`config.mk`:
```
export PLATFORM = sky130hd
export DESIGN_NAME = lcg48_random_generator
export DESIGN_NICKNAME = d
export VERILOG_FILES = /design/src/rtl/core/lcg48_pkg.sv /design/src/rtl/core/lcg48_random_generator.sv
export SDC_FILE = /design/constraint.sdc
export NUM_CORES = 1
export LEC_CHECK = 0
export BUFFER_PORTS_ARGS = -buffer_cell sky130_fd_sc_hd__buf_2
export CAP_MARGIN = 20
export CELL_PAD_IN_SITES_DETAIL_PLACEMENT = 1
export CELL_PAD_IN_SITES_GLOBAL_PLACEMENT = 2
export CORE_ASPECT_RATIO = 1.25
export CORE_MARGIN = 2
export CORE_UTILIZATION = 42
export DETAILED_ROUTE_END_ITERATION = 10
export PLACE_DENSITY = 0.8
export SLEW_MARGIN = 10
export SYNTH_ARGS = -nofsm -noshare
export SYNTH_HDL_FRONTEND = slang
export SYNTH_SLANG_ARGS = --single-unit
```
`constraint.sdc`:
```
create_clock -name clk_i -period 8.8 [get_ports clk_i]
set_clock_uncertainty 0.05 [all_clocks]
set_input_delay 1.32 -clock clk_i [delete_from_list [all_inputs] [get_ports clk_i]]
set_output_delay 1.32 -clock clk_i [all_outputs]
set_load 0.005 [all_outputs]
```
`src/rtl/core/lcg48_pkg.sv`:
```
// ----------------------------------------------------------------------------
// lcg48_pkg: shared constants for the 48-bit congruential generator
// Widths, reset values, word kinds and register indexes of the generator.
// ----------------------------------------------------------------------------
`default_nettype none

package lcg48_pkg;

  localparam int STATE_W = 48;
  localparam int INC_W   = 16;
  localparam int SEED_W  = 32;
  localparam int DRAW_W  = 31;
  localparam int VALUE_W = 63;
  localparam int DIGIT_W = 8;
  localparam int NUM_DIGITS = STATE_W / DIGIT_W;
  localparam int DIG_CNT_W  = $clog2(NUM_DIGITS);

  localparam logic [STATE_W-1:0] MULT_DEFAULT = 48'h0005_DEEC_E66D;
  localparam logic [INC_W-1:0]   INC_DEFAULT  = 16'h000B;
  localparam logic [STATE_W-1:0] STATE_RESET  = 48'h1234_ABCD_330E;
  localparam logic [15:0]        SEED_LOW     = 16'h330E;

  localparam logic [DIG_CNT_W-1:0] DIG_LAST = DIG_CNT_W'(NUM_DIGITS - 1);

  // Word kinds carried on the input tuser.
  typedef enum logic [1:0] {
    MODE_SEED   = 2'd0,
    MODE_DRAW31 = 2'd1,
    MODE_DRAW63 = 2'd2
  } mode_e;

  // Configuration register indexes.
  localparam logic REG_MULT = 1'b0;
  localparam logic REG_INC  = 1'b1;

endpackage

`default_nettype wire

```
`src/rtl/core/lcg48_random_generator.sv`:
```
// ----------------------------------------------------------------------------
// lcg48_random_generator: 48-bit linear congruential generator (drand48 kind)
// Digit-serial multiply-add engine with a registered result word.
// ----------------------------------------------------------------------------
// Usage.
// Input words arrive on the s_axis channel: tuser carries the word kind
// (seed, 31-bit draw or 63-bit draw) and tdata the 32-bit seed. A seed word
// loads the state with the seed above the constant 0x330E, restores the
// multiplier and increment to their defaults and produces no result; an
// unused kind is dropped. Draw words produce one result word on m_axis.
// The multiplier and increment registers are written through the cfg port
// (index 0 multiplier, index 1 increment); the user must write them only
// while the block is idle, which the block itself does not enforce. Each
// generator step is a multiply-add done one 8-bit digit of the multiplier
// per cycle. A 31-bit draw runs one step from acceptance and then loads
// its result into the output register; a 63-bit draw chains four steps
// before it does. A seed word leaves the block idle. The next word is
// accepted as soon as the result has moved to the output register, so a
// stalled receiver blocks the engine only when a second result is ready
// while the first still waits. Reset restores the state to 0x1234ABCD330E
// and the registers to their defaults, and empties the output register.
// ----------------------------------------------------------------------------
`default_nettype none

module lcg48_random_generator
  import lcg48_pkg::*;
(
  input  wire logic                clk_i,
  input  wire logic                rst_ni,
  // Input words.
  input  wire logic                s_axis_tvalid,
  output logic                     s_axis_tready,
  input  wire logic [31:0]         s_axis_tdata,   // [31:0] seed_value
  input  wire logic [1:0]          s_axis_tuser,   // [1:0] mode
  // Result words.
  output logic                     m_axis_tvalid,
  input  wire logic                m_axis_tready,
  output logic [63:0]              m_axis_tdata,   // [62:0] random_value, [63] zero
  // Configuration writes.
  input  wire logic                cfg_valid_i,
  output logic                     cfg_ready_o,
  input  wire logic                cfg_index_i,
  input  wire logic [STATE_W-1:0]  cfg_data_i
);

  localparam logic [1:0] ST_IDLE = 2'd0;
  localparam logic [1:0] ST_RUN  = 2'd1;
  localparam logic [1:0] ST_FIN  = 2'd2;

  logic [1:0]             fsm_q, fsm_d;
  logic [STATE_W-1:0]     mult_q, mult_d;
  logic [INC_W-1:0]       inc_q, inc_d;
  logic [STATE_W-1:0]     state_q, state_d;
  logic                   wide_q, wide_d;
  logic [1:0]             draw_cnt_q, draw_cnt_d;
  logic [DIG_CNT_W-1:0]   dig_cnt_q, dig_cnt_d;
  logic [STATE_W-1:0]     sshift_q, sshift_d;
  logic [STATE_W-1:0]     mdig_q, mdig_d;
  logic [STATE_W-1:0]     acc_q, acc_d;
  logic [14:0]            tmp_q, tmp_d;
  logic [VALUE_W-1:0]     word_q, word_d;
  logic                   m_valid_q, m_valid_d;
  logic [VALUE_W-1:0]     m_data_q, m_data_d;

  logic [STATE_W+DIGIT_W-1:0] prod;
  logic [STATE_W-1:0]         acc_next;
  logic [DRAW_W-1:0]          draw;
  logic                       in_acc;
  logic                       cfg_acc;

  assign s_axis_tready = (fsm_q == ST_IDLE);
  assign in_acc        = s_axis_tvalid && s_axis_tready;
  assign cfg_ready_o   = 1'b1;
  assign cfg_acc       = cfg_valid_i;

  // One digit of the multiplier against the shifted state; wrap at 48 bits.
  assign prod     = sshift_q * mdig_q[DIGIT_W-1:0];
  assign acc_next = acc_q + prod[STATE_W-1:0];
  assign draw     = acc_next[STATE_W-1:STATE_W-DRAW_W];

  always_comb begin
    fsm_d      = fsm_q;
    mult_d     = mult_q;
    inc_d      = inc_q;
    state_d    = state_q;
    wide_d     = wide_q;
    draw_cnt_d = draw_cnt_q;
    dig_cnt_d  = dig_cnt_q;
    sshift_d   = sshift_q;
    mdig_d     = mdig_q;
    acc_d      = acc_q;
    tmp_d      = tmp_q;
    word_d     = word_q;
    m_valid_d  = m_valid_q;
    m_data_d   = m_data_q;

    if (m_axis_tready) begin
      m_valid_d = 1'b0;
    end

    if (cfg_acc) begin
      unique case (cfg_index_i)
        REG_MULT: mult_d = cfg_data_i;
        REG_INC:  inc_d  = cfg_data_i[INC_W-1:0];
        default:  ;
      endcase
    end

    unique case (fsm_q)
      ST_IDLE: begin
        if (in_acc) begin
          unique case (s_axis_tuser) inside
            MODE_SEED: begin
              state_d = {s_axis_tdata, SEED_LOW};
              mult_d  = MULT_DEFAULT;
              inc_d   = INC_DEFAULT;
            end
            MODE_DRAW31, MODE_DRAW63: begin
              wide_d     = (s_axis_tuser == MODE_DRAW63);
              draw_cnt_d = 2'd0;
              dig_cnt_d  = '0;
              sshift_d   = state_q;
              mdig_d     = mult_q;
              acc_d      = {{(STATE_W-INC_W){1'b0}}, inc_q};
              fsm_d      = ST_RUN;
            end
            default: ;
          endcase
        end
      end
      ST_RUN: begin
        acc_d     = acc_next;
        sshift_d  = sshift_q << DIGIT_W;
        mdig_d    = mdig_q >> DIGIT_W;
        dig_cnt_d = dig_cnt_q + 1'b1;
        if (dig_cnt_q == DIG_LAST) begin
          state_d = acc_next;
          // Fold the finished draw into the result word.
          if (!wide_q) begin
            word_d = {{(VALUE_W-DRAW_W){1'b0}}, draw};
          end else begin
            case (draw_cnt_q) inside
              2'd0, 2'd2: tmp_d = draw[14:0];
              2'd1: word_d[VALUE_W-1:32] = {tmp_q ^ draw[30:16], draw[15:0]};
              default: word_d[31:0] = {1'b0, tmp_q ^ draw[30:16], draw[15:0]};
            endcase
          end
          if (wide_q && (draw_cnt_q != 2'd3)) begin
            draw_cnt_d = draw_cnt_q + 1'b1;
            dig_cnt_d  = '0;
            sshift_d   = acc_next;
            mdig_d     = mult_q;
            acc_d      = {{(STATE_W-INC_W){1'b0}}, inc_q};
          end else begin
            fsm_d = ST_FIN;
          end
        end
      end
      ST_FIN: begin
        if (!m_valid_q || m_axis_tready) begin
          m_valid_d = 1'b1;
          m_data_d  = word_q;
          fsm_d     = ST_IDLE;
        end
      end
      default: fsm_d = ST_IDLE;
    endcase
  end

  always_ff @(posedge clk_i or negedge rst_ni) begin
    if (!rst_ni) begin
      fsm_q      <= ST_IDLE;
      mult_q     <= MULT_DEFAULT;
      inc_q      <= INC_DEFAULT;
      state_q    <= STATE_RESET;
      wide_q     <= 1'b0;
      draw_cnt_q <= 2'd0;
      dig_cnt_q  <= '0;
      m_valid_q  <= 1'b0;
    end else begin
      fsm_q      <= fsm_d;
      mult_q     <= mult_d;
      inc_q      <= inc_d;
      state_q    <= state_d;
      wide_q     <= wide_d;
      draw_cnt_q <= draw_cnt_d;
      dig_cnt_q  <= dig_cnt_d;
      m_valid_q  <= m_valid_d;
    end
  end

  always_ff @(posedge clk_i) begin
    sshift_q <= sshift_d;
    mdig_q   <= mdig_d;
    acc_q    <= acc_d;
    tmp_q    <= tmp_d;
    word_q   <= word_d;
    m_data_q <= m_data_d;
  end

  assign m_axis_tvalid = m_valid_q;
  assign m_axis_tdata  = {1'b0, m_data_q};

  // The digit counter never runs past the last digit of a step.
  assert property (@(posedge clk_i) disable iff (!rst_ni)
    (fsm_q == ST_RUN) |-> (dig_cnt_q <= DIG_LAST))
    else $error("digit counter out of range");

  // A single draw never advances the draw counter.
  assert property (@(posedge clk_i) disable iff (!rst_ni)
    (fsm_q == ST_RUN && !wide_q) |-> (draw_cnt_q == 2'd0))
    else $error("draw counter moved on a single draw");

  // The finish state is entered only from the last digit of the last draw.
  assert property (@(posedge clk_i) disable iff (!rst_ni)
    (fsm_q == ST_RUN && fsm_d == ST_FIN) |->
      (dig_cnt_q == DIG_LAST && (!wide_q || draw_cnt_q == 2'd3)))
    else $error("step finished early");

  // A seed word loads the state and restores the default coefficients.
  assert property (@(posedge clk_i) disable iff (!rst_ni)
    (in_acc && s_axis_tuser == MODE_SEED) |=>
      (state_q == {$past(s_axis_tdata), SEED_LOW} && mult_q == MULT_DEFAULT
       && inc_q == INC_DEFAULT && fsm_q == ST_IDLE))
    else $error("seed word not applied");

endmodule

`default_nettype wire
```
# Yosys cells after proc, flatten, opt, wreduce, memory -nomap -nowiden

Cells that the tools add are included.

Output and inout port bits: 67
Flip-flop bits (word level): 406
Word-level logic and storage cells: 111
Input bits: 88

Mux-type cells: 53
Bitwise logic cells: 1
Reduce and logical (&&, ||, !) cells: 19
Add/subtract/negate cells: 3
Equality and inequality tests: 18
Multiply operators: 1

Operator list:

| kind                                                   | number |
|---|---|
| two-way mux 48 bit                                     | 20 |
| case mux 48 bit (2 select lines)                       | 4 |
| two-way mux 31 bit                                     | 3 |
| two-way mux 16 bit                                     | 5 |
| two-way mux 32 bit                                     | 2 |
| adder 48 bit                                           | 1 |
| multiplier 48 x 8 -> 48 bit                            | 1 |
| two-way mux 2 bit                                      | 9 |
| AND reduction 4 bit                                    | 4 |
| XOR 15 bit                                             | 1 |
| inequality test 2 bit (second input constant)          | 7 |
| two-way mux 3 bit                                      | 4 |
| AND reduction 5 bit                                    | 2 |
| inequality test 2 x 1 -> 1 bit (second input constant) | 4 |
| == test 2 x 1 -> 1 bit (second input constant)         | 3 |
| == test 2 bit (second input constant)                  | 3 |
| zero test 2 bit                                        | 3 |
| case mux 2 bit (3 select lines)                        | 1 |
| case mux 3 bit (2 select lines)                        | 1 |
| AND reduction 3 bit                                    | 2 |
| case mux 2 bit (2 select lines)                        | 1 |
| OR reduction 2 bit                                     | 2 |
| adder 3 x 1 -> 3 bit (second input constant)           | 1 |
| == test 3 bit (second input constant)                  | 1 |
| 7 further kinds                                        | 10 |

# Logic depth before layout (Yosys ltp)

Gate-level depths: netlist (run 1).

Depth after elaboration: 6
Depth in mapped cells: 22
Mapped depth without buffers: 19

# Worst setup path after synthesis (run 1)

Ideal clock, no wire load.

Path type: input -> register
Start: input s_axis_tuser[0]
End: register dig_cnt_q[2]
Path buffers: 0
Arrival: 8.706 ns
Setup time: 0.133 ns
Required time: 8.617 ns
Setup slack: -0.089 ns
Cell stages on the path: 7
Cell sequence: inv_1 > ha_1 > a21oi_1 > nor2_1 > o21ai_0 > nand2_1 > o21ai_0

Cells in the longest elaborated chain, start to end: 4
Elaborated cells on any way between the ends: 5
Those cells by class: eq/ne (3); reduce/logical (2)

Ends and longest elaborated chain:

| item                                                                     | RTL line                      | RTL |
|---|---|---|
| start, declared                                                          | lcg48_random_generator.sv:34  | `input wire logic [1:0] s_axis_tuser,` |
| == test 2 x 1 -> 1 bit (no line) / == test 2 bit (equally long branches) | n/a                           |  |
| OR reduction 2 bit (*)                                                   | lcg48_random_generator.sv:112 | `unique case (s_axis_tuser) inside` |
| inequality test 2 x 1 -> 1 bit (no line) (*)                             | n/a                           |  |
| AND reduction 3 bit (no line) (*)                                        | n/a                           |  |
| end signal, assigned                                                     | lcg48_random_generator.sv:187 | `dig_cnt_q <= dig_cnt_d;` |
| end, declared                                                            | lcg48_random_generator.sv:56  | `logic [DIG_CNT_W-1:0] dig_cnt_q, dig_cnt_d;` |

Mark *: on every way between the ends. The rest lies on a longest branch, timed or not.
A chain may end at the register's enable or synchronous reset.

# Worst setup path in the final report (run 1)

Start: register mdig_q[2]
End: register word_q[50], data pin

Cells in the longest elaborated chain, start to end: 5

Ends and longest elaborated chain:

| item                             | RTL line                      | RTL |
|---|---|---|
| start, declared                  | lcg48_random_generator.sv:58  | `logic [STATE_W-1:0] mdig_q, mdig_d;` |
| start signal, assigned           | lcg48_random_generator.sv:194 | `mdig_q <= mdig_d;` |
| multiplier 48 x 8 -> 48 bit      | lcg48_random_generator.sv:77  | `assign prod = sshift_q * mdig_q[DIGIT_W-1:0];` |
| adder 48 bit                     | lcg48_random_generator.sv:78  | `assign acc_next = acc_q + prod[STATE_W-1:0];` |
| XOR 15 bit                       | lcg48_random_generator.sv:144 | `2'd1: word_d[VALUE_W-1:32] = {tmp_q ^ draw[30:16], draw[15:0]};` |
| two-way mux 31 bit (2 in series) | lcg48_random_generator.sv:142 | `case (draw_cnt_q) inside` |
| end signal, assigned             | lcg48_random_generator.sv:197 | `word_q <= word_d;` |
| end, declared                    | lcg48_random_generator.sv:61  | `logic [VALUE_W-1:0] word_q, word_d;` |

Every way passes these cells. The select of a mux whose other input is x is not followed.

==> impl_results.html, run 1 <==
<table>
<tr><th>Metric</th><th>Value</th></tr>
<tr><th colspan="2">GRT</th></tr>
<tr><td>Total gr overflow</td><td>0</td></tr>
<tr><td>GRT Util Overall</td><td>0.2571</td></tr>
<tr><td>Antenna violations before repair</td><td>1</td></tr>
<tr><td>Number of global-route vias before repair</td><td>between 20000 and 25000</td></tr>
<tr><td>Global-route wire length before repair</td><td>134.8 mm</td></tr>
<tr><td>Maximum number of pins on one net before global-route repair</td><td>roughly 150</td></tr>
<tr><th colspan="2">Routing</th></tr>
<tr><td>Number of design-rule violations left by the first detailed-router iteration</td><td>1036</td></tr>
<tr><td>Post-route antenna net violation count</td><td>0</td></tr>
<tr><td>Final Routed Wirelength</td><td>86.75 mm</td></tr>
<tr><td>Routed WL per cell</td><td>roughly 24 um</td></tr>
<tr><td># DRC</td><td>0</td></tr>
<tr><td>Number of iterations in the first detailed-routing pass</td><td>5</td></tr>
<tr><td>Vias per Instance</td><td>5.435</td></tr>
<tr><td>Total vias in the final route</td><td>between 15000 and 20000</td></tr>
<tr><th colspan="2">STA</th></tr>
<tr><td>Final hold vios</td><td>0</td></tr>
<tr><td>Final setup violating endpoints</td><td>0</td></tr>
<tr><td>Fmax</td><td>0.1439 GHz</td></tr>
<tr><td>Final min period</td><td>6.949 ns</td></tr>
<tr><td>Worst max-slew margin expressed relative to the limit</td><td>0.2076</td></tr>
<tr><td>Setup repair after global routing missed its margin</td><td>false</td></tr>
<tr><td>Setup TNS</td><td>0 ns</td></tr>
<tr><td>WHS</td><td>0.3660 ns</td></tr>
<tr><td>Final Slew Violations</td><td>0</td></tr>
<tr><td>Portion of the clock cycle consumed by the worst path in the final layout</td><td>0.7896</td></tr>
<tr><td>Tightest Pin Transition</td><td>about 1.2 ns</td></tr>
<tr><th colspan="2">Worst setup path</th></tr>
<tr><td>Cell at the slowest stage of the critical path</td><td>edfxtp_1</td></tr>
<tr><td>Crit path top cell by count</td><td>fa_1</td></tr>
<tr><td>Crit end category</td><td>flip-flop</td></tr>
<tr><td>Worst setup path category</td><td>flip-flop to flip-flop</td></tr>
<tr><td>CP cell instances</td><td>buf_4, nand2_1, fa_1, inv_1, fa_1, inv_1, fa_1, fa_1, inv_1, ha_1, o21ai_0, o21ai_0, a211oi_1, o21ai_0, or2_1, xor2_1, xor2_1, and2_1</td></tr>
<tr><td>Reg2reg setup slack</td><td>between 1.5 and 2 ns</td></tr>
<tr><td>Worst path arrival time</td><td>7.23 ns</td></tr>
<tr><td>Crit Path Max Fanout</td><td>31</td></tr>
<tr><td>Worst-case reg-to-reg path depth</td><td>18</td></tr>
<tr><td>CP startpoint</td><td>mdig_q[2]$_DFFE_PP_</td></tr>
<tr><td>Worst reg2reg path startpoint</td><td>mdig_q[2]$_DFFE_PP_</td></tr>
<tr><td>Biggest cell delay along the critical path</td><td>0.85 ns</td></tr>
<tr><td>Nature of the critical path startpoint</td><td>flip-flop</td></tr>
<tr><td>Worst endpoint required time</td><td>approximately 9.1 ns</td></tr>
<tr><td>Endpoint of the lowest-slack register-to-register path</td><td>word_q[50]$_SDFFCE_PN0P_</td></tr>
<tr><th colspan="2">Worst hold path</th></tr>
<tr><td>Endpoint of the worst hold path</td><td>m_data_q[6]$_DFFE_PP_</td></tr>
<tr><td>Hold path depth</td><td>0</td></tr>
<tr><td>Worst hold path type</td><td>flip-flop to flip-flop</td></tr>
<tr><td>Hold path startpoint</td><td>word_q[6]$_DFFE_PP_</td></tr>
<tr><th colspan="2">Clocking</th></tr>
<tr><td>Number of cells upsized or downsized after cts</td><td>0</td></tr>
<tr><td>CTS Buf Count</td><td>46</td></tr>
<tr><td>Post-CTS Repair Setup Buffers</td><td>0</td></tr>
<tr><td>Number of H-tree branching levels</td><td>2</td></tr>
<tr><td>Buffer levels on the longest clock path</td><td>3</td></tr>
<tr><td>Clock Root Buffer</td><td>clkbuf_16</td></tr>
<tr><td>Clk Latency, worst-skew pair</td><td>0.59 ns</td></tr>
<tr><td>Number of clock sinks seen by CTS</td><td>404</td></tr>
<tr><td>Number of hold-repair buffers added at the cts stage</td><td>0</td></tr>
<tr><td>CTS tree</td><td>built</td></tr>
<tr><td>Clock transition at path regs</td><td>roughly 0.060 ns</td></tr>
<tr><th colspan="2">Floorplanning</th></tr>
<tr><td>Die height</td><td>293.5 um</td></tr>
<tr><td>I/O pin total</td><td>155</td></tr>
<tr><td>Starting density of the core</td><td>0.4231</td></tr>
<tr><td>Core footprint</td><td>0.06658 mm^2</td></tr>
<tr><td>Area of the die</td><td>0.06916 mm^2</td></tr>
<tr><td>Floorplan row count</td><td>roughly 110</td></tr>
<tr><td>Die width</td><td>around 240 um</td></tr>
<tr><th colspan="2">Place</th></tr>
<tr><td>Post-detail-place hpwl</td><td>63.47 mm</td></tr>
<tr><td>Weighted congestion reported at the end of routability-driven placement</td><td>0.9244</td></tr>
<tr><td>Number of input and output port buffers inserted</td><td>~150</td></tr>
<tr><th colspan="2">Cells and area</th></tr>
<tr><td>Fillcell total</td><td>between 7000 and 8000</td></tr>
<tr><td>Total inserted antenna cells</td><td>0</td></tr>
<tr><td>Final net count</td><td>around 3200</td></tr>
<tr><td>Commonest non-fill, non-tap cells in the layout</td><td>392 x nand2_1, 331 x inv_1, 298 x fa_1</td></tr>
<tr><td>Fraction of layout cells with a size suffix above 1</td><td>0.1458</td></tr>
<tr><td>Syn-to-layout area delta</td><td>11.83%</td></tr>
<tr><td>Most common cell after layout, fill and taps aside</td><td>nand2_1</td></tr>
<tr><th colspan="2">Logic synthesis</th></tr>
<tr><td>Total standard cell area after synthesis</td><td>0.02817 mm^2</td></tr>
<tr><td>Post-synthesis async set-or-reset flop share</td><td>0.2995</td></tr>
<tr><td>Cell count after synthesis</td><td>between 2000 and 3000</td></tr>
<tr><td>Number of synthesis warnings</td><td>0</td></tr>
<tr><td>Primary flip-flop cell chosen by synthesis mapping</td><td>edfxtp_1</td></tr>
<tr><td>Per-instance average area after synthesis</td><td>~11 um^2</td></tr>
<tr><td>Number of flops mapped to enable cells by yosys</td><td>283</td></tr>
<tr><td>Number of synthesized register bits</td><td>404</td></tr>
<tr><td>Sequential fraction of the synthesis area</td><td>0.4113</td></tr>
<tr><td>Number of distinct library cells after synthesis</td><td>74</td></tr>
<tr><th colspan="2">Run status</th></tr>
<tr><td>Status</td><td>finished, final reports clean</td></tr>
<tr><th colspan="2">Run</th></tr>
<tr><td>Total of max-cap violations</td><td>0</td></tr>
</table>
-- state kept, by name (all words and copies together) (netlist names) --
register       count
wide_q             1
inc_q             16
dig_cnt_q          3
sshift_q          48
tmp_q             15
fsm_q              2
draw_cnt_q         2
m_axis_tvalid      1
acc_q             48
mult_q            48
word_q            62
m_data_q          62
mdig_q            48
state_q           48
-- cells in the mapped netlist (9+ instances only) --
master | n | area share
a21o_1 | 17 | 0.0045
a21oi_1 | 118 | 0.021
a221oi_1 | 22 | 0.0068
a22o_1 | 9 | 0.0028
a31oi_1 | 28 | 0.0062
and2_1 | 267 | 0.059
and3_1 | 36 | 0.0080
buf_1 | 10 | 0.0013
buf_2 | 11 | 0.0020
clkbuf_1 | 108 | 0.014
dfrtp_1 | 73 | 0.065
dfstp_2 | 48 | 0.045
edfxtp_1 | 283 | 0.30
fa_1 | 298 | 0.21
ha_1 | 65 | 0.029
inv_1 | 331 | 0.044
mux2_2 | 55 | 0.022
nand2_1 | 393 | 0.052
nand2b_1 | 15 | 0.0033
nand3_1 | 50 | 0.0089
nor2_1 | 110 | 0.015
nor2b_1 | 15 | 0.0033
o21ai_0 | 62 | 0.011
xnor2_1 | 41 | 0.013
xor2_1 | 27 | 0.0084
-- stage by stage --
stage	util	instances	area, um^2	setup WS, ns
global placement	0.4478	3532	29810	1.900
finish	0.4731	3622	31500	1.851
detailed placement	0.4480	3533	29830	1.876
CTS	0.4716	3618	31400	1.861
floorplan	-	2619	28170	2.491
global route	0.4731	3622	31500	1.549
-- layer usage --
metal / wire length (um) / global-route usage / up-vias
met5: 0 / 0 / -
met4: 4176 / 0.1165 / 0
met3: 3304 / 0.03204 / 184
met2: 46180 / 0.4768 / 500
met1: 33090 / 0.2957 / 10320
li1: - / - / 8685
-- logic make-up (layout without fill, tap and decap cells) --
| kind of cell | count (synthesis) | in the layout | synth area share |
|---|---|---|---|
| buffers and inverters | 463 | 602 | 0.06259 |
| other | 2 | 3 | 0.0002666 |
| and+or+nand+nor | 916 | 916 | 0.1568 |
| AOI/OAI and AO/OA | 331 | 331 | 0.07689 |
| DFF | 404 | 404 | 0.4113 |
| adders and majority gates | 363 | 363 | 0.2407 |
| xor gates and xnor gates | 77 | 77 | 0.02696 |
| muxes | 62 | 62 | 0.02448 |
-- worst max-delay path by stage --
stage | endpoint | slack [ns] | depth (start not counted)
floorplan | dig_cnt_q[2]$_DFFE_PN0P_ | 2.49 | 7
global placement | word_q[55]$_SDFFCE_PN0P_ | 1.90 | 16
detailed placement | sshift_q[31]$_DFFE_PP_ | 1.88 | 18
CTS | sshift_q[31]$_DFFE_PP_ | 1.86 | 18
global route | word_q[50]$_SDFFCE_PN0P_ | 1.55 | 18
finish | word_q[50]$_SDFFCE_PN0P_ | 1.85 | 18
-- worst max-delay path: cells and delay by family, from the launching register on --
| kind | cells | cell delay (ns) |
|---|---|---|
| adders and majority gates | 5 | 2.36 |
| xor gates and xnor gates | 2 | 0.85 |
| DFF | 1 | 0.85 |
| AOI/OAI and AO/OA | 4 | 1.13 |
| and+or+nand+nor | 3 | 0.74 |
| buffers and inverters | 4 | 0.70 |
-- layout make-up --
cell class	count	area (um^2)	area share
repair buffers	186	1114	0.03535
well taps	864	1081	0.03432
clock buffers	57	1265	0.04016
flip-flops and latches	404	11590	0.3678
clock inverters	28	306.5	0.009731
inverters	331	1242	0.03944
multi-input cells	1752	14910	0.4732
Power of run 1 is left out: the tool's default activity adds up to more than one toggle a clock period on the data nets, which glitch-free logic cannot reach.
==> run 2: changes to the inputs <==
clock period = 6.6 ns   (was 8.8 ns; I/O delays follow)
==> run 2 against run 1 <==
Against the previous run:
- global-route usage rose by 0.30 points
- hold slack got worse by 0.028 ns
- wire length rose by 2.3%
- fmax rose by 9.2%
- setup slack got worse by 1.6 ns
- utilization rose by 0.087 points
- register-to-register slack got worse by 1.6 ns
- first-iteration DRC count rose by 7.5%
- largest cell class unchanged
- highest routed layer is now met5
==> impl_results.html, run 2 (synthesized netlist as in run 1, its figures left out) <==
<table>
<tr><th>Metric</th><th>Value</th></tr>
<tr><th colspan="2">Routing</th></tr>
<tr><td>Final Routed Wirelength</td><td>88.73 mm</td></tr>
<tr><td>Post-route antenna net violation count</td><td>0</td></tr>
<tr><td>Number of design-rule violations left by the first detailed-router iteration</td><td>1114</td></tr>
<tr><td>Number of iterations in the first detailed-routing pass</td><td>5</td></tr>
<tr><td>Routed WL per cell</td><td>24.39 um</td></tr>
<tr><td># DRC</td><td>0</td></tr>
<tr><td>Total vias in the final route</td><td>19800</td></tr>
<tr><td>Vias per Instance</td><td>5.443</td></tr>
<tr><th colspan="2">Clocking</th></tr>
<tr><td>Clock transition at path regs</td><td>0.06 ns</td></tr>
<tr><td>Buffer levels on the longest clock path</td><td>3</td></tr>
<tr><td>CTS tree</td><td>built</td></tr>
<tr><td>Number of hold-repair buffers added at the cts stage</td><td>0</td></tr>
<tr><td>Clock Root Buffer</td><td>clkbuf_16</td></tr>
<tr><td>CTS Buf Count</td><td>45</td></tr>
<tr><td>Number of H-tree branching levels</td><td>2</td></tr>
<tr><td>Number of clock sinks seen by CTS</td><td>just over 400</td></tr>
<tr><td>Clk Latency, worst-skew pair</td><td>0.59 ns</td></tr>
<tr><th colspan="2">Cells and area</th></tr>
<tr><td>Syn-to-layout area delta</td><td>12.04%</td></tr>
<tr><td>Largest registers</td><td>m_data_q: 62 flops, word_q: 62 flops</td></tr>
<tr><td>Commonest non-fill, non-tap cells in the layout</td><td>392 x nand2_1, 331 x inv_1, 298 x fa_1</td></tr>
<tr><td>Most common cell after layout, fill and taps aside</td><td>nand2_1</td></tr>
<tr><td>Final net count</td><td>3190</td></tr>
<tr><td>Fraction of layout cells with a size suffix above 1</td><td>0.1496</td></tr>
<tr><td>Total inserted antenna cells</td><td>0</td></tr>
<tr><th colspan="2">STA</th></tr>
<tr><td>Setup repair after global routing missed its margin</td><td>false</td></tr>
<tr><td>Tightest Pin Transition</td><td>1.089 ns</td></tr>
<tr><td>Final min period</td><td>6.363 ns</td></tr>
<tr><td>Setup TNS</td><td>0 ns</td></tr>
<tr><td>Final setup violating endpoints</td><td>0</td></tr>
<tr><td>Final hold vios</td><td>0</td></tr>
<tr><td>Worst max-slew margin expressed relative to the limit</td><td>0.2689</td></tr>
<tr><td>Portion of the clock cycle consumed by the worst path in the final layout</td><td>0.9642</td></tr>
<tr><td>Fmax</td><td>0.1571 GHz</td></tr>
<tr><td>Final Slew Violations</td><td>0</td></tr>
<tr><th colspan="2">Worst hold path</th></tr>
<tr><td>Hold path depth</td><td>0</td></tr>
<tr><td>Worst hold path type</td><td>flip-flop to flip-flop</td></tr>
<tr><td>Hold path startpoint</td><td>word_q[8]$_DFFE_PP_</td></tr>
<tr><td>Endpoint of the worst hold path</td><td>m_data_q[8]$_DFFE_PP_</td></tr>
<tr><th colspan="2">Floorplanning</th></tr>
<tr><td>Core footprint</td><td>0.06658 mm^2</td></tr>
<tr><td>Die width</td><td>~240 um</td></tr>
<tr><td>Floorplan row count</td><td>106</td></tr>
<tr><td>Die height</td><td>293.5 um</td></tr>
<tr><td>Starting density of the core</td><td>0.4231</td></tr>
<tr><td>Area of the die</td><td>just under 0.07 mm^2</td></tr>
<tr><td>I/O pin total</td><td>155</td></tr>
<tr><th colspan="2">GRT</th></tr>
<tr><td>Antenna violations before repair</td><td>1</td></tr>
<tr><td>Global Route met3 Usage</td><td>0.02537</td></tr>
<tr><td>GRT Util Overall</td><td>0.2601</td></tr>
<tr><td>Met1 global-route usage</td><td>0.2919</td></tr>
<tr><td>Global routing usage on met2</td><td>0.5027</td></tr>
<tr><td>Number of global-route vias before repair</td><td>22550</td></tr>
<tr><td>Busiest grt layer</td><td>met2</td></tr>
<tr><td>Total gr overflow</td><td>0</td></tr>
<tr><td>Global-route wire length before repair</td><td>136.2 mm</td></tr>
<tr><td>Maximum number of pins on one net before global-route repair</td><td>149</td></tr>
<tr><th colspan="2">Worst setup path</th></tr>
<tr><td>CP cell instances</td><td>buf_4, buf_4, and2_1, fa_1, fa_1, fa_1, inv_1, fa_1, inv_1, ha_1, o21ai_0, o21ai_0, a211oi_1, o21ai_0, or2_1, xor2_1, buf_4, xor2_1, and2_1</td></tr>
<tr><td>Crit end category</td><td>flip-flop</td></tr>
<tr><td>Crit path top cell by count</td><td>fa_1</td></tr>
<tr><td>Nature of the critical path startpoint</td><td>flip-flop</td></tr>
<tr><td>Worst path arrival time</td><td>approximately 6.6 ns</td></tr>
<tr><td>Worst setup path category</td><td>flip-flop to flip-flop</td></tr>
<tr><td>Reg2reg setup slack</td><td>0.24 ns</td></tr>
<tr><td>Worst endpoint required time</td><td>about 7 ns</td></tr>
<tr><td>Worst-case reg-to-reg path depth</td><td>19</td></tr>
<tr><td>Endpoint of the lowest-slack register-to-register path</td><td>word_q[50]$_SDFFCE_PN0P_</td></tr>
<tr><td>Cell at the slowest stage of the critical path</td><td>edfxtp_1</td></tr>
<tr><td>Worst reg2reg path startpoint</td><td>mdig_q[3]$_DFFE_PP_</td></tr>
<tr><td>Crit Path Max Fanout</td><td>14</td></tr>
<tr><td>Biggest cell delay along the critical path</td><td>0.71 ns</td></tr>
<tr><th colspan="2">Run</th></tr>
<tr><td>Total of max-cap violations</td><td>0</td></tr>
<tr><th colspan="2">Run status</th></tr>
<tr><td>Status</td><td>finished, final reports clean</td></tr>
<tr><th colspan="2">Place</th></tr>
<tr><td>Number of input and output port buffers inserted</td><td>about 150</td></tr>
<tr><td>Post-detail-place hpwl</td><td>66.01 mm</td></tr>
<tr><td>Weighted congestion reported at the end of routability-driven placement</td><td>roughly 0.90</td></tr>
</table>
==> run 2: area by class of cell <==
cell class	instances	area (um^2)
Tap cell	864	1081
Timing Repair Buffer	205	1270
Clock inverter	21	220.2
Clock buffer	61	1237
Fill cell	7332	35020
Multi-Input combinational cell	1752	14920
Sequential cell	404	11590
Inverter	331	1242
==> run 2: how the worst max path moves through the flow <==
stage	start	to	cells past startpoint
after global placement	mdig_q[4]$_DFFE_PP_	word_q[50]$_SDFFCE_PN0P_	19
after detailed placement	mdig_q[3]$_DFFE_PP_	word_q[50]$_SDFFCE_PN0P_	19
after global routing	mdig_q[7]$_DFFE_PP_	word_q[54]$_SDFFCE_PN0P_	17
final	mdig_q[3]$_DFFE_PP_	word_q[50]$_SDFFCE_PN0P_	19
after CTS	mdig_q[3]$_DFFE_PP_	word_q[50]$_SDFFCE_PN0P_	19
after floorplan	s_axis_tuser[0]	dig_cnt_q[2]$_DFFE_PN0P_	7
==> run 2: per-layer routing <==
metal  part of all wire  up-vias  wire length, um
li1                   -     8713                -
met1               0.37    10460            32580
met2               0.56      469            49330
met3              0.033      161             2884
met4              0.044        2             3923
met5            0.00018        -               16
==> run 2: stage by stage <==
| stage | instance area [um^2] | util | instances | hold slack, ns | setup WS [ns] |
|---|---|---|---|---|---|
| floorplan | 28170 | - | 2619 | 0.3503 | 0.6211 |
| global placement | 29960 | 0.4499 | 3548 | 0.3529 | 0.2463 |
| detailed placement | 30000 | 0.4506 | 3550 | 0.3563 | 0.2081 |
| CTS | 31460 | 0.4725 | 3632 | 0.3416 | 0.1246 |
| global route | 31560 | 0.4740 | 3638 | 0.3574 | 0.007526 |
| finish | 31560 | 0.4740 | 3638 | 0.3382 | 0.2365 |
==> run 2: critical path: cells and delay by family, from the launching register on <==
kind / cells / cell delay (ns)
fa+ha+maj: 5 / 2.43
buf+inv: 5 / 0.86
flops: 1 / 0.71
simple gates: 3 / 0.69
compound gates: 4 / 0.82
xor+xnor: 2 / 0.49
==> run 2: what timing repair did <==
action                     CTS  global route
buffers inserted             0             4
gates resized for setup      0             3
setup endpoints to repair    0            24
Power of run 2 is left out for the same reason.
==> run 3: changes to the inputs <==
PLACE_DENSITY = 0.85   (was 0.8)
==> run 3 against run 2 <==
Against the previous run:
- count of clock-buffer cells in the layout down 1
- fmax shrank 0.83%
- utilization rose by 0.11 points
- cell area rose by 0.23%
- first-iteration DRC count is 3.5% higher
- wire length increased by 1.3%
- sequential share of layout area decreased by 0.084 points
- hold slack improved by 0.033 ns
- sequential cell count unchanged
- highest routed layer unchanged
- register-to-register slack worse by 0.05 ns
- die area stayed put
==> impl_results.html, run 3 (synthesized netlist as in run 1, its figures left out) <==
<table>
<tr><th>Metric</th><th>Value</th></tr>
<tr><th colspan="2">Run</th></tr>
<tr><td>Total of max-cap violations</td><td>0</td></tr>
<tr><th colspan="2">Clocking</th></tr>
<tr><td>Number of H-tree branching levels</td><td>2</td></tr>
<tr><td>Buffer levels on the longest clock path</td><td>3</td></tr>
<tr><td>Clock transition at path regs</td><td>0.07 ns</td></tr>
<tr><td>CTS tree</td><td>built</td></tr>
<tr><td>CTS Buf Count</td><td>43</td></tr>
<tr><td>Clk Latency, worst-skew pair</td><td>0.59 ns</td></tr>
<tr><td>Number of cells upsized or downsized after cts</td><td>0</td></tr>
<tr><td>Number of clock sinks seen by CTS</td><td>about 400</td></tr>
<tr><td>Clock Root Buffer</td><td>clkbuf_16</td></tr>
<tr><th colspan="2">Cells and area</th></tr>
<tr><td>Syn-to-layout area delta</td><td>12.30%</td></tr>
<tr><td>Most common cell after layout, fill and taps aside</td><td>nand2_1</td></tr>
<tr><td>Largest registers</td><td>m_data_q: 62 flops, word_q: 62 flops</td></tr>
<tr><td>Fraction of layout cells with a size suffix above 1</td><td>0.1520</td></tr>
<tr><td>Final core utilization</td><td>0.4751</td></tr>
<tr><td>Commonest non-fill, non-tap cells in the layout</td><td>392 x nand2_1, 331 x inv_1, 298 x fa_1</td></tr>
<tr><td>Final net count</td><td>3200</td></tr>
<tr><th colspan="2">STA</th></tr>
<tr><td>Final setup violating endpoints</td><td>0</td></tr>
<tr><td>Setup repair after global routing missed its margin</td><td>false</td></tr>
<tr><td>Final min period</td><td>between 6 and 7 ns</td></tr>
<tr><td>Final Slew Violations</td><td>0</td></tr>
<tr><td>Worst max-slew margin expressed relative to the limit</td><td>0.3032</td></tr>
<tr><td>Fmax</td><td>between 0.15 and 0.2 GHz</td></tr>
<tr><td>Tightest Pin Transition</td><td>1.045 ns</td></tr>
<tr><td>Final hold vios</td><td>0</td></tr>
<tr><td>Portion of the clock cycle consumed by the worst path in the final layout</td><td>0.9722</td></tr>
<tr><td>Setup TNS</td><td>0 ns</td></tr>
<tr><th colspan="2">Run status</th></tr>
<tr><td>Status</td><td>finished, final reports clean</td></tr>
<tr><th colspan="2">GRT</th></tr>
<tr><td>Global-route wire length before repair</td><td>136.9 mm</td></tr>
<tr><td>Total gr overflow</td><td>0</td></tr>
<tr><td>Antenna violations before repair</td><td>9</td></tr>
<tr><td>Maximum number of pins on one net before global-route repair</td><td>about 140</td></tr>
<tr><td>GRT Util Overall</td><td>0.2613</td></tr>
<tr><td>Number of global-route vias before repair</td><td>between 20000 and 25000</td></tr>
<tr><th colspan="2">Place</th></tr>
<tr><td>Weighted congestion reported at the end of routability-driven placement</td><td>0.9425</td></tr>
<tr><td>Number of input and output port buffers inserted</td><td>151</td></tr>
<tr><td>Post-detail-place hpwl</td><td>approximately 66 mm</td></tr>
<tr><th colspan="2">Floorplanning</th></tr>
<tr><td>I/O pin total</td><td>155</td></tr>
<tr><td>Floorplan row count</td><td>106</td></tr>
<tr><td>Die width</td><td>235.6 um</td></tr>
<tr><td>Starting density of the core</td><td>0.4231</td></tr>
<tr><td>Core footprint</td><td>0.06658 mm^2</td></tr>
<tr><td>Area of the die</td><td>~0.069 mm^2</td></tr>
<tr><td>Die height</td><td>a little under 300 um</td></tr>
<tr><th colspan="2">Routing</th></tr>
<tr><td>Total vias in the final route</td><td>20090</td></tr>
<tr><td>Post-route antenna net violation count</td><td>0</td></tr>
<tr><td>Number of iterations in the first detailed-routing pass</td><td>5</td></tr>
<tr><td>Number of design-rule violations left by the first detailed-router iteration</td><td>1153</td></tr>
<tr><td>Final Routed Wirelength</td><td>89.90 mm</td></tr>
<tr><td>Vias per Instance</td><td>5.501</td></tr>
<tr><td>Routed WL per cell</td><td>24.61 um</td></tr>
<tr><td># DRC</td><td>0</td></tr>
<tr><th colspan="2">Worst setup path</th></tr>
<tr><td>Nature of the critical path startpoint</td><td>flip-flop</td></tr>
<tr><td>Cell at the slowest stage of the critical path</td><td>edfxtp_1</td></tr>
<tr><td>Crit end category</td><td>flip-flop</td></tr>
<tr><td>Worst path arrival time</td><td>between 6 and 7 ns</td></tr>
<tr><td>Crit path top cell by count</td><td>fa_1</td></tr>
<tr><td>Worst endpoint required time</td><td>6.82 ns</td></tr>
<tr><td>Biggest cell delay along the critical path</td><td>0.79 ns</td></tr>
<tr><td>Crit Path Max Fanout</td><td>14</td></tr>
<tr><td>CP cell instances</td><td>clkbuf_8, and2_1, fa_1, fa_1, fa_1, fa_1, ha_1, a21oi_1, o21ai_0, o2bb2ai_1, a211o_1, a311o_1, a31oi_4, o21bai_1, xnor2_2, o21ai_0</td></tr>
<tr><td>Reg2reg setup slack</td><td>0.18 ns</td></tr>
<tr><td>Worst setup path category</td><td>flip-flop to flip-flop</td></tr>
<tr><th colspan="2">Worst hold path</th></tr>
<tr><td>Worst hold path type</td><td>flip-flop to flip-flop</td></tr>
</table>
==> run 3: final timing paths <==
kind / startpoint / end / cells past startpoint
min in group asynchronous: rst_ni / state_q[0]$_DFFE_PN0P_ / 1
max in group asynchronous: rst_ni / state_q[32]$_DFFE_PN0P_ / 2
hold reg to reg: word_q[53]$_SDFFCE_PN0P_ / m_data_q[53]$_DFFE_PP_ / 0
setup reg to reg: mdig_q[4]$_DFFE_PP_ / sshift_q[37]$_DFFE_PP_ / 16
hold / removal: word_q[53]$_SDFFCE_PN0P_ / m_data_q[53]$_DFFE_PP_ / 0
setup / recovery: mdig_q[4]$_DFFE_PP_ / sshift_q[37]$_DFFE_PP_ / 16
==> run 3: metrics by stage <==
stage | hold WS [ns] | worst slack [ns] | instance area [um^2] | instances
finish | 0.3716 | 0.1835 | 31630 | 3653
global route | 0.3503 | 0.03874 | 31630 | 3653
CTS | 0.3537 | 0.1434 | 31580 | 3645
detailed placement | 0.3563 | 0.2504 | 30120 | 3566
global placement | 0.3541 | 0.3060 | 30100 | 3564
floorplan | 0.3503 | 0.6211 | 28170 | 2619
==> run 3: metal layers <==
layer  wire length [um]  track usage
met1              32990       0.2996
met2              47480       0.4755
met3               3929      0.02922
met4               5483       0.1460
met5                 27            0
==> run 3: critical path: cells and delay by family (launching register included) <==
| family | cells | cell delay, ns |
|---|---|---|
| buffers and inverters | 1 | 0.32 |
| xor gates and xnor gates | 1 | 0.49 |
| AOI/OAI and AO/OA | 8 | 1.99 |
| DFF | 1 | 0.79 |
| and+or+nand+nor | 1 | 0.17 |
| adders and majority gates | 5 | 2.28 |
==> run 3: final cells by class <==
type	instances	area, um^2
Inverter	331	1242
Antenna cell	6	15.01
Sequential cell	404	11590
Fill cell	7282	34950
Clock inverter	19	276.5
Timing Repair Buffer	217	1343
Multi-Input combinational cell	1752	14910
Clock buffer	60	1181
Tap cell	864	1081
==> run 3: repair_timing <==
item	in CTS	in global routing
hold buffers	0	0
buffers inserted	0	1
setup endpoints to repair	0	9
Power of run 3 is left out for the same reason.
